**config.mk**
```make
export PLATFORM = sky130hd
export DESIGN_NAME = three_level_queue_scheduler_unit
export DESIGN_NICKNAME = d
export VERILOG_FILES = /design/src/sv/tlqs_pkg.sv /design/src/sv/tlqs_mem.sv /design/src/sv/three_level_queue_scheduler_unit.sv
export SDC_FILE = /design/constraint.sdc
export NUM_CORES = 2
export LEC_CHECK = 0
export BUFFER_PORTS_ARGS = -buffer_cell sky130_fd_sc_hd__clkbuf_2
export CORE_ASPECT_RATIO = 0.7
export CORE_MARGIN = 10
export CORE_UTILIZATION = 35
export CTS_BUF_LIST = sky130_fd_sc_hd__clkbuf_16
export CTS_CLUSTER_SIZE = 30
export DETAILED_ROUTE_END_ITERATION = 10
export GPL_TIMING_DRIVEN = 0
export SLEW_MARGIN = 15
export SYNTH_ARGS = -nofsm -noshare
export SYNTH_HDL_FRONTEND = slang
export SYNTH_SLANG_ARGS = --single-unit
```
**constraint.sdc**
```tcl
create_clock -name clk -period 8.61 [get_ports clk]
set_input_delay 1.722 -clock clk [delete_from_list [all_inputs] [get_ports clk]]
set_output_delay 1.722 -clock clk [all_outputs]
set_load 0.01 [all_outputs]
```
**src/sv/tlqs_pkg.sv**
```systemverilog
// ----------------------------------------------------------------------------
// tlqs_pkg: shared types and constants of the three-level queue scheduler
// Holds the sequencer states, queue identifiers, request kinds and the
// priority codes that steer an arriving task to its queue.
// ----------------------------------------------------------------------------
`default_nettype none

package tlqs_pkg;

  typedef enum logic [0:0] {
    ST_IDLE = 1'b0,
    ST_RUN  = 1'b1
  } tlqs_state_t;

  typedef logic [1:0] queue_id_t;

  localparam queue_id_t Q_TOP    = 2'd0;
  localparam queue_id_t Q_BANK_A = 2'd1;
  localparam queue_id_t Q_BANK_B = 2'd2;

  localparam logic CMD_ARRIVAL = 1'b0;
  localparam logic CMD_TICK    = 1'b1;

  localparam logic [2:0] PRIO_TOP_LO = 3'd1;
  localparam logic [2:0] PRIO_TOP_HI = 3'd2;
  localparam logic [2:0] PRIO_MID_LO = 3'd3;
  localparam logic [2:0] PRIO_MID_HI = 3'd4;

  localparam int PRIO_BITS  = 3;
  localparam int SLICE_BITS = 8;
  localparam int TIME_BITS  = 32;

  localparam logic [SLICE_BITS-1:0] QUANTUM_RESET = 8'd2;

endpackage

`default_nettype wire

```
**src/sv/tlqs_mem.sv**
```systemverilog
// ----------------------------------------------------------------------------
// tlqs_mem: queue entry storage
// Single write port, single read port synchronous RAM holding the entries
// of all three queues; read data is registered and appears in the cycle after the address.
// ----------------------------------------------------------------------------
`default_nettype none

module tlqs_mem #(
  parameter int DEPTH     = 48,
  parameter int ADDR_BITS = 6,
  parameter int DATA_BITS = 24
) (
  input  wire logic                 clk,
  input  wire logic                 wr_en,
  input  wire logic [ADDR_BITS-1:0] wr_addr,
  input  wire logic [DATA_BITS-1:0] wr_data,
  input  wire logic [ADDR_BITS-1:0] rd_addr,
  output logic      [DATA_BITS-1:0] rd_data
);

  logic [DATA_BITS-1:0] mem [DEPTH];

  always_ff @(posedge clk) begin
    if (wr_en) begin
      mem[wr_addr] <= wr_data;
    end
  end

  always_ff @(posedge clk) begin
    rd_data <= mem[rd_addr];
  end

endmodule

`default_nettype wire

```
**src/sv/three_level_queue_scheduler_unit.sv**
```systemverilog
// ----------------------------------------------------------------------------
// three_level_queue_scheduler_unit: three-level queue task scheduler
// Arrival requests place tasks in a round-robin top queue or one of two FIFO
// queues by priority; tick requests run the head of the highest busy queue.
// ----------------------------------------------------------------------------
// Usage:
// Requests enter on the in_ stream: in_tuser selects arrival or tick, and
// in_tdata carries task id, priority and burst. Every request yields exactly
// one result on the out_ stream, in request order.
// An arrival is answered in the cycle after acceptance. A tick first pushes a
// rotating task and reads the chosen queue head from the entry RAM, then in
// ST_RUN retires it, rotates it out or writes it back decremented; no request
// is taken in ST_RUN. The result sits in an output register; a new request
// is taken while it waits, as long as it is taken in the same cycle or the
// slot is empty. A stalled receiver therefore holds off the input after at
// most one request. The quantum register is written through cfg_wr_en and
// cfg_wr_data; the user must do so only while the block is idle, as the block
// does not enforce it. Synchronous reset empties all queues, clears the time
// and slice counters and sets the quantum to 2; no clearing pass is needed.
// ----------------------------------------------------------------------------
`default_nettype none

module three_level_queue_scheduler_unit #(
  parameter int QUEUE_DEPTH = 16,
  parameter int ID_BITS     = 8,
  parameter int BURST_BITS  = 16
) (
  input  wire logic clk,
  input  wire logic rst_n,

  input  wire logic                                                   in_tvalid,
  output logic                                                        in_tready,
  // task_id, priority_req, burst
  input  wire logic [((ID_BITS+tlqs_pkg::PRIO_BITS+BURST_BITS+7)/8)*8-1:0] in_tdata,
  // cmd
  input  wire logic                                                   in_tuser,

  output logic                                                        out_tvalid,
  input  wire logic                                                   out_tready,
  // accepted, idle, run_id, run_level, finished, end_time
  output logic      [((ID_BITS+4+tlqs_pkg::TIME_BITS+7)/8)*8-1:0]     out_tdata,
  // was_tick
  output logic                                                        out_tuser,

  input  wire logic                                                   cfg_wr_en,
  input  wire logic [tlqs_pkg::SLICE_BITS-1:0]                        cfg_wr_data
);

  localparam int OUT_W = ((ID_BITS + 4 + tlqs_pkg::TIME_BITS + 7) / 8) * 8;
  localparam int EW    = ID_BITS + BURST_BITS;
  localparam int PW    = $clog2(QUEUE_DEPTH);
  localparam int CW    = $clog2(QUEUE_DEPTH + 1);
  localparam int MD    = 3 * QUEUE_DEPTH;
  localparam int AW    = $clog2(MD);
  localparam int SW    = tlqs_pkg::SLICE_BITS;
  localparam int TW    = tlqs_pkg::TIME_BITS;

  function automatic logic [PW-1:0] ptr_inc(input logic [PW-1:0] p);
    return (p == PW'(QUEUE_DEPTH - 1)) ? '0 : p + PW'(1);
  endfunction

  function automatic logic [AW-1:0] ent_addr(input tlqs_pkg::queue_id_t q,
                                             input logic [PW-1:0] idx);
    return AW'(q) * AW'(QUEUE_DEPTH) + AW'(idx);
  endfunction

  tlqs_pkg::tlqs_state_t state_r, state_nxt;

  logic [PW-1:0] head_r [3];
  logic [PW-1:0] head_nxt [3];
  logic [PW-1:0] tail_r [3];
  logic [PW-1:0] tail_nxt [3];
  logic [CW-1:0] cnt_r [3];
  logic [CW-1:0] cnt_nxt [3];

  logic                swap_r, swap_nxt;
  logic [SW-1:0]       slice_r, slice_nxt;
  logic [EW-1:0]       rot_entry_r, rot_entry_nxt;
  logic                rot_valid_r, rot_valid_nxt;
  logic [TW-1:0]       time_r, time_nxt;
  logic [SW-1:0]       quantum_r;

  tlqs_pkg::queue_id_t run_q_r, run_q_nxt;
  logic                active_r, active_nxt;
  logic                fwd_r, fwd_nxt;

  logic                out_valid_r, out_valid_nxt;
  logic [OUT_W-1:0]    out_data_r, out_data_nxt;
  logic                out_user_r, out_user_nxt;

  logic                mem_we;
  logic [AW-1:0]       mem_waddr;
  logic [EW-1:0]       mem_wdata;
  logic [AW-1:0]       mem_raddr;
  logic [EW-1:0]       mem_rdata;

  logic                in_acc;
  tlqs_pkg::queue_id_t midq, lowq, arr_q, other_q;
  logic [ID_BITS-1:0]  in_id;
  logic [2:0]          in_prio;
  logic [BURST_BITS-1:0] in_burst;
  logic [CW:0]         arr_used;
  logic                arr_ok;
  logic [EW-1:0]       cur_entry;
  logic [BURST_BITS-1:0] cur_rem, rem_dec;
  logic [ID_BITS-1:0]  cur_id;
  logic                cur_fin;
  logic [SW-1:0]       qlim;
  logic                o_accepted, o_idle, o_level, o_fin;
  logic [ID_BITS-1:0]  o_id;

  assign in_acc    = in_tvalid && in_tready;
  assign in_tready = (state_r == tlqs_pkg::ST_IDLE) && (!out_valid_r || out_tready);

  assign out_tvalid = out_valid_r;
  assign out_tdata  = out_data_r;
  assign out_tuser  = out_user_r;

  assign in_id    = in_tdata[ID_BITS-1:0];
  assign in_prio  = in_tdata[ID_BITS +: tlqs_pkg::PRIO_BITS];
  assign in_burst = in_tdata[ID_BITS+tlqs_pkg::PRIO_BITS +: BURST_BITS];

  assign midq = swap_r ? tlqs_pkg::Q_BANK_B : tlqs_pkg::Q_BANK_A;
  assign lowq = swap_r ? tlqs_pkg::Q_BANK_A : tlqs_pkg::Q_BANK_B;
  assign arr_q = (in_prio == tlqs_pkg::PRIO_TOP_LO || in_prio == tlqs_pkg::PRIO_TOP_HI) ?
                 tlqs_pkg::Q_TOP :
                 (in_prio == tlqs_pkg::PRIO_MID_LO || in_prio == tlqs_pkg::PRIO_MID_HI) ?
                 midq : lowq;
  assign arr_used = (CW+1)'(cnt_r[arr_q]) +
                    (CW+1)'((arr_q == tlqs_pkg::Q_TOP) && rot_valid_r);
  assign arr_ok   = arr_used < (CW+1)'(QUEUE_DEPTH);

  assign other_q   = (run_q_r == tlqs_pkg::Q_BANK_A) ? tlqs_pkg::Q_BANK_B : tlqs_pkg::Q_BANK_A;
  assign cur_entry = fwd_r ? rot_entry_r : mem_rdata;
  assign cur_id    = cur_entry[ID_BITS-1:0];
  assign cur_rem   = cur_entry[EW-1:ID_BITS];
  assign rem_dec   = cur_rem - BURST_BITS'(1);
  assign cur_fin   = cur_rem <= BURST_BITS'(1);
  assign qlim      = (quantum_r == '0) ? SW'(1) : quantum_r;

  tlqs_mem #(
    .DEPTH     (MD),
    .ADDR_BITS (AW),
    .DATA_BITS (EW)
  ) u_mem (
    .clk     (clk),
    .wr_en   (mem_we),
    .wr_addr (mem_waddr),
    .wr_data (mem_wdata),
    .rd_addr (mem_raddr),
    .rd_data (mem_rdata)
  );

  always_comb begin
    state_nxt = state_r;
    case (state_r)
      tlqs_pkg::ST_IDLE: begin
        if (in_acc && in_tuser == tlqs_pkg::CMD_TICK) begin
          state_nxt = tlqs_pkg::ST_RUN;
        end
      end
      tlqs_pkg::ST_RUN: begin
        state_nxt = tlqs_pkg::ST_IDLE;
      end
      default: begin
        state_nxt = tlqs_pkg::ST_IDLE;
      end
    endcase
  end

  always_comb begin
    head_nxt      = head_r;
    tail_nxt      = tail_r;
    cnt_nxt       = cnt_r;
    swap_nxt      = swap_r;
    slice_nxt     = slice_r;
    rot_entry_nxt = rot_entry_r;
    rot_valid_nxt = rot_valid_r;
    time_nxt      = time_r;
    run_q_nxt     = run_q_r;
    active_nxt    = active_r;
    fwd_nxt       = fwd_r;
    mem_we        = 1'b0;
    mem_waddr     = '0;
    mem_wdata     = '0;
    mem_raddr     = '0;
    o_accepted    = 1'b0;
    o_idle        = 1'b0;
    o_level       = 1'b0;
    o_fin         = 1'b0;
    o_id          = '0;
    out_valid_nxt = out_valid_r && !out_tready;
    out_data_nxt  = out_data_r;
    out_user_nxt  = out_user_r;
    case (state_r)
      tlqs_pkg::ST_IDLE: begin
        if (in_acc) begin
          if (in_tuser == tlqs_pkg::CMD_TICK) begin
            fwd_nxt    = rot_valid_r && (cnt_r[tlqs_pkg::Q_TOP] == '0);
            active_nxt = 1'b1;
            if (rot_valid_r) begin
              mem_we    = 1'b1;
              mem_waddr = ent_addr(tlqs_pkg::Q_TOP, tail_r[tlqs_pkg::Q_TOP]);
              mem_wdata = rot_entry_r;
              tail_nxt[tlqs_pkg::Q_TOP] = ptr_inc(tail_r[tlqs_pkg::Q_TOP]);
              cnt_nxt[tlqs_pkg::Q_TOP]  = cnt_r[tlqs_pkg::Q_TOP] + CW'(1);
              rot_valid_nxt = 1'b0;
            end
            if (rot_valid_r || cnt_r[tlqs_pkg::Q_TOP] != '0) begin
              run_q_nxt = tlqs_pkg::Q_TOP;
              slice_nxt = slice_r + SW'(1);
              mem_raddr = ent_addr(tlqs_pkg::Q_TOP, head_r[tlqs_pkg::Q_TOP]);
            end else if (cnt_r[midq] != '0) begin
              run_q_nxt = midq;
              mem_raddr = ent_addr(midq, head_r[midq]);
            end else if (cnt_r[lowq] != '0) begin
              swap_nxt  = !swap_r;
              run_q_nxt = lowq;
              mem_raddr = ent_addr(lowq, head_r[lowq]);
            end else begin
              active_nxt = 1'b0;
            end
            time_nxt = time_r + TW'(1);
          end else begin
            if (arr_ok) begin
              mem_we    = 1'b1;
              mem_waddr = ent_addr(arr_q, tail_r[arr_q]);
              mem_wdata = {in_burst, in_id};
              tail_nxt[arr_q] = ptr_inc(tail_r[arr_q]);
              cnt_nxt[arr_q]  = cnt_r[arr_q] + CW'(1);
            end
            o_accepted    = arr_ok;
            out_valid_nxt = 1'b1;
            out_user_nxt  = tlqs_pkg::CMD_ARRIVAL;
            out_data_nxt  = OUT_W'({time_r, o_fin, o_level, o_id, o_idle, o_accepted});
          end
        end
      end
      tlqs_pkg::ST_RUN: begin
        if (active_r) begin
          o_id    = cur_id;
          o_fin   = cur_fin;
          o_level = (run_q_r != tlqs_pkg::Q_TOP);
          if (cur_fin) begin
            head_nxt[run_q_r] = ptr_inc(head_r[run_q_r]);
            cnt_nxt[run_q_r]  = cnt_r[run_q_r] - CW'(1);
            if (run_q_r == tlqs_pkg::Q_TOP) begin
              slice_nxt = '0;
            end else if (cnt_r[run_q_r] == CW'(1) && cnt_r[other_q] != '0) begin
              swap_nxt = !swap_r;
            end
          end else if (run_q_r == tlqs_pkg::Q_TOP && slice_r >= qlim) begin
            rot_entry_nxt = {rem_dec, cur_id};
            rot_valid_nxt = 1'b1;
            head_nxt[tlqs_pkg::Q_TOP] = ptr_inc(head_r[tlqs_pkg::Q_TOP]);
            cnt_nxt[tlqs_pkg::Q_TOP]  = cnt_r[tlqs_pkg::Q_TOP] - CW'(1);
            slice_nxt = '0;
          end else begin
            mem_we    = 1'b1;
            mem_waddr = ent_addr(run_q_r, head_r[run_q_r]);
            mem_wdata = {rem_dec, cur_id};
          end
        end else begin
          o_idle = 1'b1;
        end
        out_valid_nxt = 1'b1;
        out_user_nxt  = tlqs_pkg::CMD_TICK;
        out_data_nxt  = OUT_W'({time_r, o_fin, o_level, o_id, o_idle, o_accepted});
      end
      default: begin
      end
    endcase
  end

  always_ff @(posedge clk) begin
    if (!rst_n) begin
      state_r     <= tlqs_pkg::ST_IDLE;
      head_r      <= '{default: '0};
      tail_r      <= '{default: '0};
      cnt_r       <= '{default: '0};
      swap_r      <= 1'b0;
      slice_r     <= '0;
      rot_entry_r <= '0;
      rot_valid_r <= 1'b0;
      time_r      <= '0;
      quantum_r   <= tlqs_pkg::QUANTUM_RESET;
      run_q_r     <= tlqs_pkg::Q_TOP;
      active_r    <= 1'b0;
      fwd_r       <= 1'b0;
      out_valid_r <= 1'b0;
    end else begin
      state_r     <= state_nxt;
      head_r      <= head_nxt;
      tail_r      <= tail_nxt;
      cnt_r       <= cnt_nxt;
      swap_r      <= swap_nxt;
      slice_r     <= slice_nxt;
      rot_entry_r <= rot_entry_nxt;
      rot_valid_r <= rot_valid_nxt;
      time_r      <= time_nxt;
      run_q_r     <= run_q_nxt;
      active_r    <= active_nxt;
      fwd_r       <= fwd_nxt;
      out_valid_r <= out_valid_nxt;
      if (cfg_wr_en) begin
        quantum_r <= cfg_wr_data;
      end
    end
  end

  always_ff @(posedge clk) begin
    out_data_r <= out_data_nxt;
    out_user_r <= out_user_nxt;
  end

  a_top_room: assert property (@(posedge clk) disable iff (!rst_n)
    (CW+1)'(cnt_r[tlqs_pkg::Q_TOP]) + (CW+1)'(rot_valid_r) <= (CW+1)'(QUEUE_DEPTH))
    else $error("Top queue plus rotating task exceeds the queue depth.");

  a_fifo_room: assert property (@(posedge clk) disable iff (!rst_n)
    cnt_r[tlqs_pkg::Q_BANK_A] <= CW'(QUEUE_DEPTH) && cnt_r[tlqs_pkg::Q_BANK_B] <= CW'(QUEUE_DEPTH))
    else $error("FIFO queue count exceeds the queue depth.");

  a_rotate_slice: assert property (@(posedge clk) disable iff (!rst_n)
    rot_valid_r |-> slice_r == '0)
    else $error("Slice counter not cleared while a task waits to rotate.");

  a_tick_result: assert property (@(posedge clk) disable iff (!rst_n)
    in_acc && in_tuser == tlqs_pkg::CMD_TICK |-> ##2 out_valid_r && out_user_r)
    else $error("Tick request did not produce its result two cycles later.");

  a_arrival_result: assert property (@(posedge clk) disable iff (!rst_n)
    in_acc && in_tuser == tlqs_pkg::CMD_ARRIVAL |=> out_valid_r && !out_user_r)
    else $error("Arrival request did not produce its result.");

endmodule

`default_nettype wire
```
---- Word level (Yosys, flattened, before mapping) ----
Memory sizes are Yosys's and may differ from the RTL's. A register that Yosys moved wholly into a read port is not among the register bits.
Cells that the tools add are included.
word-level totals
  memories ................................ 1
  register bits after elaboration ......... 168
  bits of input ports ..................... 46
  output and inout port bits .............. 51
  bits in writable memories ............... 1152
operators by class
  reductions and logical operators ........ 42
  muxes and demuxes ....................... 142
  bitwise operators ....................... 8
  add/subtract/negate cells ............... 16
  eq/ne operators ......................... 29
  order comparisons ....................... 10
memory list
  name       words  bits a word  rd ports  clocked after Yosys merged registers in  wr ports  RTL line        text
  u_mem.mem  48     24           1         1                                        1         tlqs_mem.sv:21  logic [DATA_BITS-1:0] mem [DEPTH];
operators by type and width
  cell                                                                               number
  24-bit 2-to-1 mux                                                                  8
  48-bit 2-to-1 mux                                                                  2
  48-bit one-hot mux with 2 select lines                                             1
  5-bit 2-to-1 mux                                                                   16
  4-bit 2-to-1 mux                                                                   19
  6-bit 2-to-1 mux                                                                   12
  8-bit 2-to-1 mux                                                                   9
  5-bit binary-select mux with 2-bit select                                          5
  24-bit one-hot mux with 2 select lines                                             1
  15-bit 2-to-1 mux                                                                  3
  1-bit 2-to-1 mux                                                                   34
  32-bit by 1-bit adder with 32-bit output, second input constant                    1
  4-bit binary-select mux with 2-bit select                                          4
  15-bit bitwise mux                                                                 2
  15-bit one-hot mux with 2 select lines                                             1
  6-bit by 4-bit adder with 6-bit output                                             4
  12-bit bitwise mux                                                                 2
  5-bit demux with 2-bit select                                                      2
  10-bit 2-to-1 mux                                                                  2
  5-bit nonzero test                                                                 4
  4-bit by 1-bit adder with 4-bit output, second input constant                      4
  4-bit demux with 2-bit select                                                      2
  4-bit == test, second input constant                                               4
  16-bit by 1-bit less-or-equal comparator with 1-bit output, second input constant  1
  40 further kinds                                                                   104

---- Depth between registers and ports, before layout ----
  depth in word-level cells ............... 16
  mapped depth ............................ 18
  mapped depth without buffers ............ 13

---- Cells and area by module ----
From an unflattened synthesis, not the netlist that was laid out.
unflattened totals
  cells, all modules ...................... 3260
  area, all modules ....................... 54618.6 um^2
by module, submodules not included
  module                            times used  area an instance (um^2)  cells an instance
  tlqs_mem                          1           45158.3                  2206
  three_level_queue_scheduler_unit  1           9460.3                   1054

---- Worst setup path before layout ----
No wires, ideal clock.
  path type ............................... register to register
  start point ............................. reg fwd_r
  end point ............................... mem u_mem.mem[0][0] (enable)
  data required time ...................... 8.205 ns
  library setup time ...................... 0.405 ns
  buffers on the path ..................... 8
  stages on the path, launching flop included .. 18
  setup slack ............................. 2.691 ns
  arrival time ............................ 5.514 ns
  cells stage by stage .................... dfxtp_1 buf_6 buf_2 buf_1 buf_1 clkbuf_1 buf_1 mux2i_1 ha_1 o22ai_1 or4_1 buf_2 nor2b_4 and2_4 buf_6 a222oi_1 nand4_2 nor2_1
on the way
  longest elaborated chain between the ends .. 7
  elaborated cells between the ends (all ways) .. 10
  those cells by class .................... order compare: 1; mux: 9
RTL lines
  item                                                          RTL line                                 text
  from (decl)                                                   three_level_queue_scheduler_unit.sv:85   logic fwd_r, fwd_nxt;
  from (signal assigned)                                        three_level_queue_scheduler_unit.sv:303  fwd_r <= fwd_nxt;
  24-bit 2-to-1 mux *                                           three_level_queue_scheduler_unit.sv:134  assign cur_entry = fwd_r ? rot_entry_r : mem_rdata;
  16-bit by 1-bit less-or-equal comparator with 1-bit output *  three_level_queue_scheduler_unit.sv:138  assign cur_fin = cur_rem <= BURST_BITS'(1);
  1-bit 2-to-1 mux                                              three_level_queue_scheduler_unit.sv:244  if (cur_fin) begin
  1-bit 2-to-1 mux                                              three_level_queue_scheduler_unit.sv:240  if (active_r) begin
  1-bit one-hot mux with 2 select lines                         three_level_queue_scheduler_unit.sv:195  case (state_r)
  1-bit 2-to-1 mux                                              tlqs_mem.sv:24                           if (wr_en) begin
  1-bit 2-to-1 mux (not written as such)                        tlqs_mem.sv:25                           mem[wr_addr] <= wr_data;
  to (decl)                                                     tlqs_mem.sv:21
Every way passes the cells marked *; elsewhere a longest branch is shown, timed or not.

---- Worst setup path in the final report ----
  start point ............................. reg fwd_r
  end point ............................... mem u_mem.mem[7][8] (enable)
Same word-level chain as after synthesis.

==> out/metrics.yaml <==
synthFlopType: "edfxtp_1"
h-tree-depth: 3
synth_edf_count: 1197
status: "finished clean"
ant_nets: 0
arrival_ns: 8.34
fin_crit_ns: 7.92
setup_viol: 0
cp_slowest_cell: "a222oi_1"
seqCellArea_mm2: 0.0388
multi_input_area_mm2: 0.0148
overflow: 0
cts_tree: "yes"
io_pins: 97
cp.required_ns: 9.03
fmax_mhz: 126
num-nets-final: 4380
holdWs_ns: 0.447
area_growth_pct: 16.2
synth_warnings: 0
cts_sinks: 1340
p_per_area_mw_per_mm2: 215
drc: 0
max_stage_delay_ns: 0.90
synth_top_area_share_pct: 66.0
syn_area_per_cell_um2: 13.5
cp_common_cell: "buf_1"
seq_power_share_pct: 53.0
relSlewSlack_pct: 10.1
setup_tns_ns: 0
p_comb_share_pct: 8.4
end_kind: "register"
netlist.top_cell.by_area: "edfxtp_1"
syn_inst: 4030
grt_max_degree: 49
cp_max_fo: 16
leakagePower_nw: 21.8
cap_violations: 0
synth_area_leaders: "edfxtp_1 (66%), nand2_1 (5.4%), dfxtp_1 (5.3%), mux2i_1 (4.1%), a21oi_1 (2.4%)"
synth.most_common_cell: "edfxtp_1"
die_y_um: 350
critPathKind: "reg2reg"
grt_pass1_vias: 34300
rsz0062_at_grt: "no"
drive_gt1_share_pct: 12.8
netlist_top_cells_count: "edfxtp_1 (1197), nand2_1 (784), a21oi_1 (263)"
fin_worst_skew_ns: 0.0523
fillers: 14200
finalHoldViolations: 0
internal_power_w: 0.0102
clockPowerShare_pct: 38.5
synthArstFlopShare_pct: 0
fin_crit_sh_pct: 92.0
gp_congestion: 0.927
tightest_slew_ns: 1.34
root_buffer: "clkbuf_16"
grt_first_pass_wirelength_um: 256000
die_w_um: 492
ir_drop_mv: 0.183
dr.first_iter.drc_count: 6054
vias: 37000
path_delay_family: "buffers and inverters"
cts_buffers: 119
grt_usage_pct: 20.4
seq_area_frac_synth_pct: 71.2
swShare_pct: 24.8
cts_setup_buffers: 0
crit_chain: "buf_6, buf_2, buf_1, buf_1, clkbuf_1, buf_1, mux2i_1, ha_1, o22ai_1, or4_1, buf_2, nor2b_4, and2_4, buf_6, a222oi_1, nand4_2, nor2_4, buf_12"
firstDrtPassIters: 8
hpwl_um: 129000
worst-path-buf-inv: 9
wl_per_cell_um: 28.0
antenna_found_initial: 10
switchingPower_w: 0.00336
start_util_pct: 35.1
cts_resized: 0
finalWirelength_um: 182000
cp-start-kind: "register"
drv_slew: 0
ys_ff_latch: 1340
avgViaCountPerCell: 5.68
hold_buffers: 0
hold_path.class: "reg2reg"
clk_pin_slew_ns: 0.06
clkLatencyLatePin_ns: 0.78
core_mm2: 0.155
rows: 121
numPortBuffers: 86
dieArea_mm2: 0.172
synth.distinct_cells: 88
max-clock-path-buffers: 3
synth_area_mm2: 0.0545
metrics by stage:
step           setup slack, ns  total power, W  instances  area (um2)  util, %
2_1_floorplan             2.69         0.00791       4033       54500        -
3_3_place_gp            -0.762         0.00839       6210       57500     37.1
3_5_place_dp              1.02         0.00844       6283       59500     38.4
4_1_cts                  0.963          0.0136       6503       63300     40.8
5_1_grt                  0.487          0.0139       6504       63300     40.8
6_report                 0.689          0.0136       6508       63300     40.8
cells by family after synthesis:
| kind of cell | Yosys count | synth area share [%] |
|---|---|---|
| buffers and inverters | 276 | 2.37 |
| DFF | 1340 | 71.2 |
| adders and majority gates | 21 | 0.482 |
| AOI/OAI and AO/OA | 707 | 8.51 |
| and+or+nand+nor | 1374 | 11.2 |
| other | 1 | 0.00688 |
| muxes | 248 | 5.16 |
| xor gates and xnor gates | 63 | 1.01 |
state kept, by name (all words and copies together) (netlist names), 2 cells and up:
name / count
cnt_r: 15
slice_r: 8
u_mem.mem: 1152
out_tdata: 44
head_r: 12
tail_r: 12
quantum_r: 8
rot_entry_r: 24
time_r: 32
run_q_r: 2
u_mem.rd_data: 24
worst paths after layout:
kind | start | to | slack [ns] | cells after the start
setup reg to reg | fwd_r | u_mem.mem[7][8] | 0.69 | 18
hold / removal | state_r | out_tuser | 0.45 | 0
hold reg to reg | state_r | out_tuser | 0.45 | 0
setup / recovery | fwd_r | u_mem.mem[7][8] | 0.69 | 18
layout make-up:
class / instances / share of cell area (%)
diodes: 5 / 0.0198
plain buffers: 242 / 1.84
clock buffers: 119 / 4.71
clock inverters: 101 / 1.18
inverters: 34 / 0.202
multi-input cells: 2417 / 23.4
flip-flops and latches: 1340 / 61.3
well taps: 2091 / 4.13
repair buffers: 159 / 3.16
power groups by stage:
stage / Sequential, W / Combinational, W / Clock [W]
CTS: 0.00720 / 0.00111 / 0.00527
finish: 0.00720 / 0.00115 / 0.00523
floorplan: 0.00732 / 0.000586 / 0
detailed placement: 0.00734 / 0.00110 / 0
global route: 0.00720 / 0.00119 / 0.00551
global placement: 0.00735 / 0.00104 / 0
layer usage:
| layer | track usage [%] | wire length, um | vias up |
|---|---|---|---|
| li1 | - | - | 15800 |
| met1 | 30.4 | 76500 | 18300 |
| met2 | 27.5 | 72300 | 2543 |
| met3 | 6.98 | 27400 | 345 |
| met4 | 6.33 | 6250 | 10 |
| met5 | 0 | 57 | - |
layout by cell type, fill, tap and decap left out, types with 20 or more instances in the layout:
master     netlist  routed
a21oi_1        263     263
nor2_4           2      50
a22oi_1         56      56
or3_1           26      26
mux4_2          26      26
inv_1           34      60
mux2i_1        221     221
o22ai_1         59      59
buf_1           22      21
dfxtp_1        143     143
nand3_1        146     146
nor2_1         181     133
a32oi_1         56      56
a31oi_1         49      49
edfxtp_1      1197    1197
clkbuf_16        0     119
o21ai_0         66      65
buf_12           0      50
nor3_1          39      37
buf_4           20      22
nand4_1         28      28
clkbuf_2         0      87
ha_1            21      21
clkinv_1         0      28
buf_2           73      74
buf_16           0      20
nand2_1        784     783
or4_1           31      31
and2_1          28      28
xnor2_1         44      44
clkbuf_1       115     115
and3_1          21      21
No activity file was read; power rests on OpenSTA's default activity.
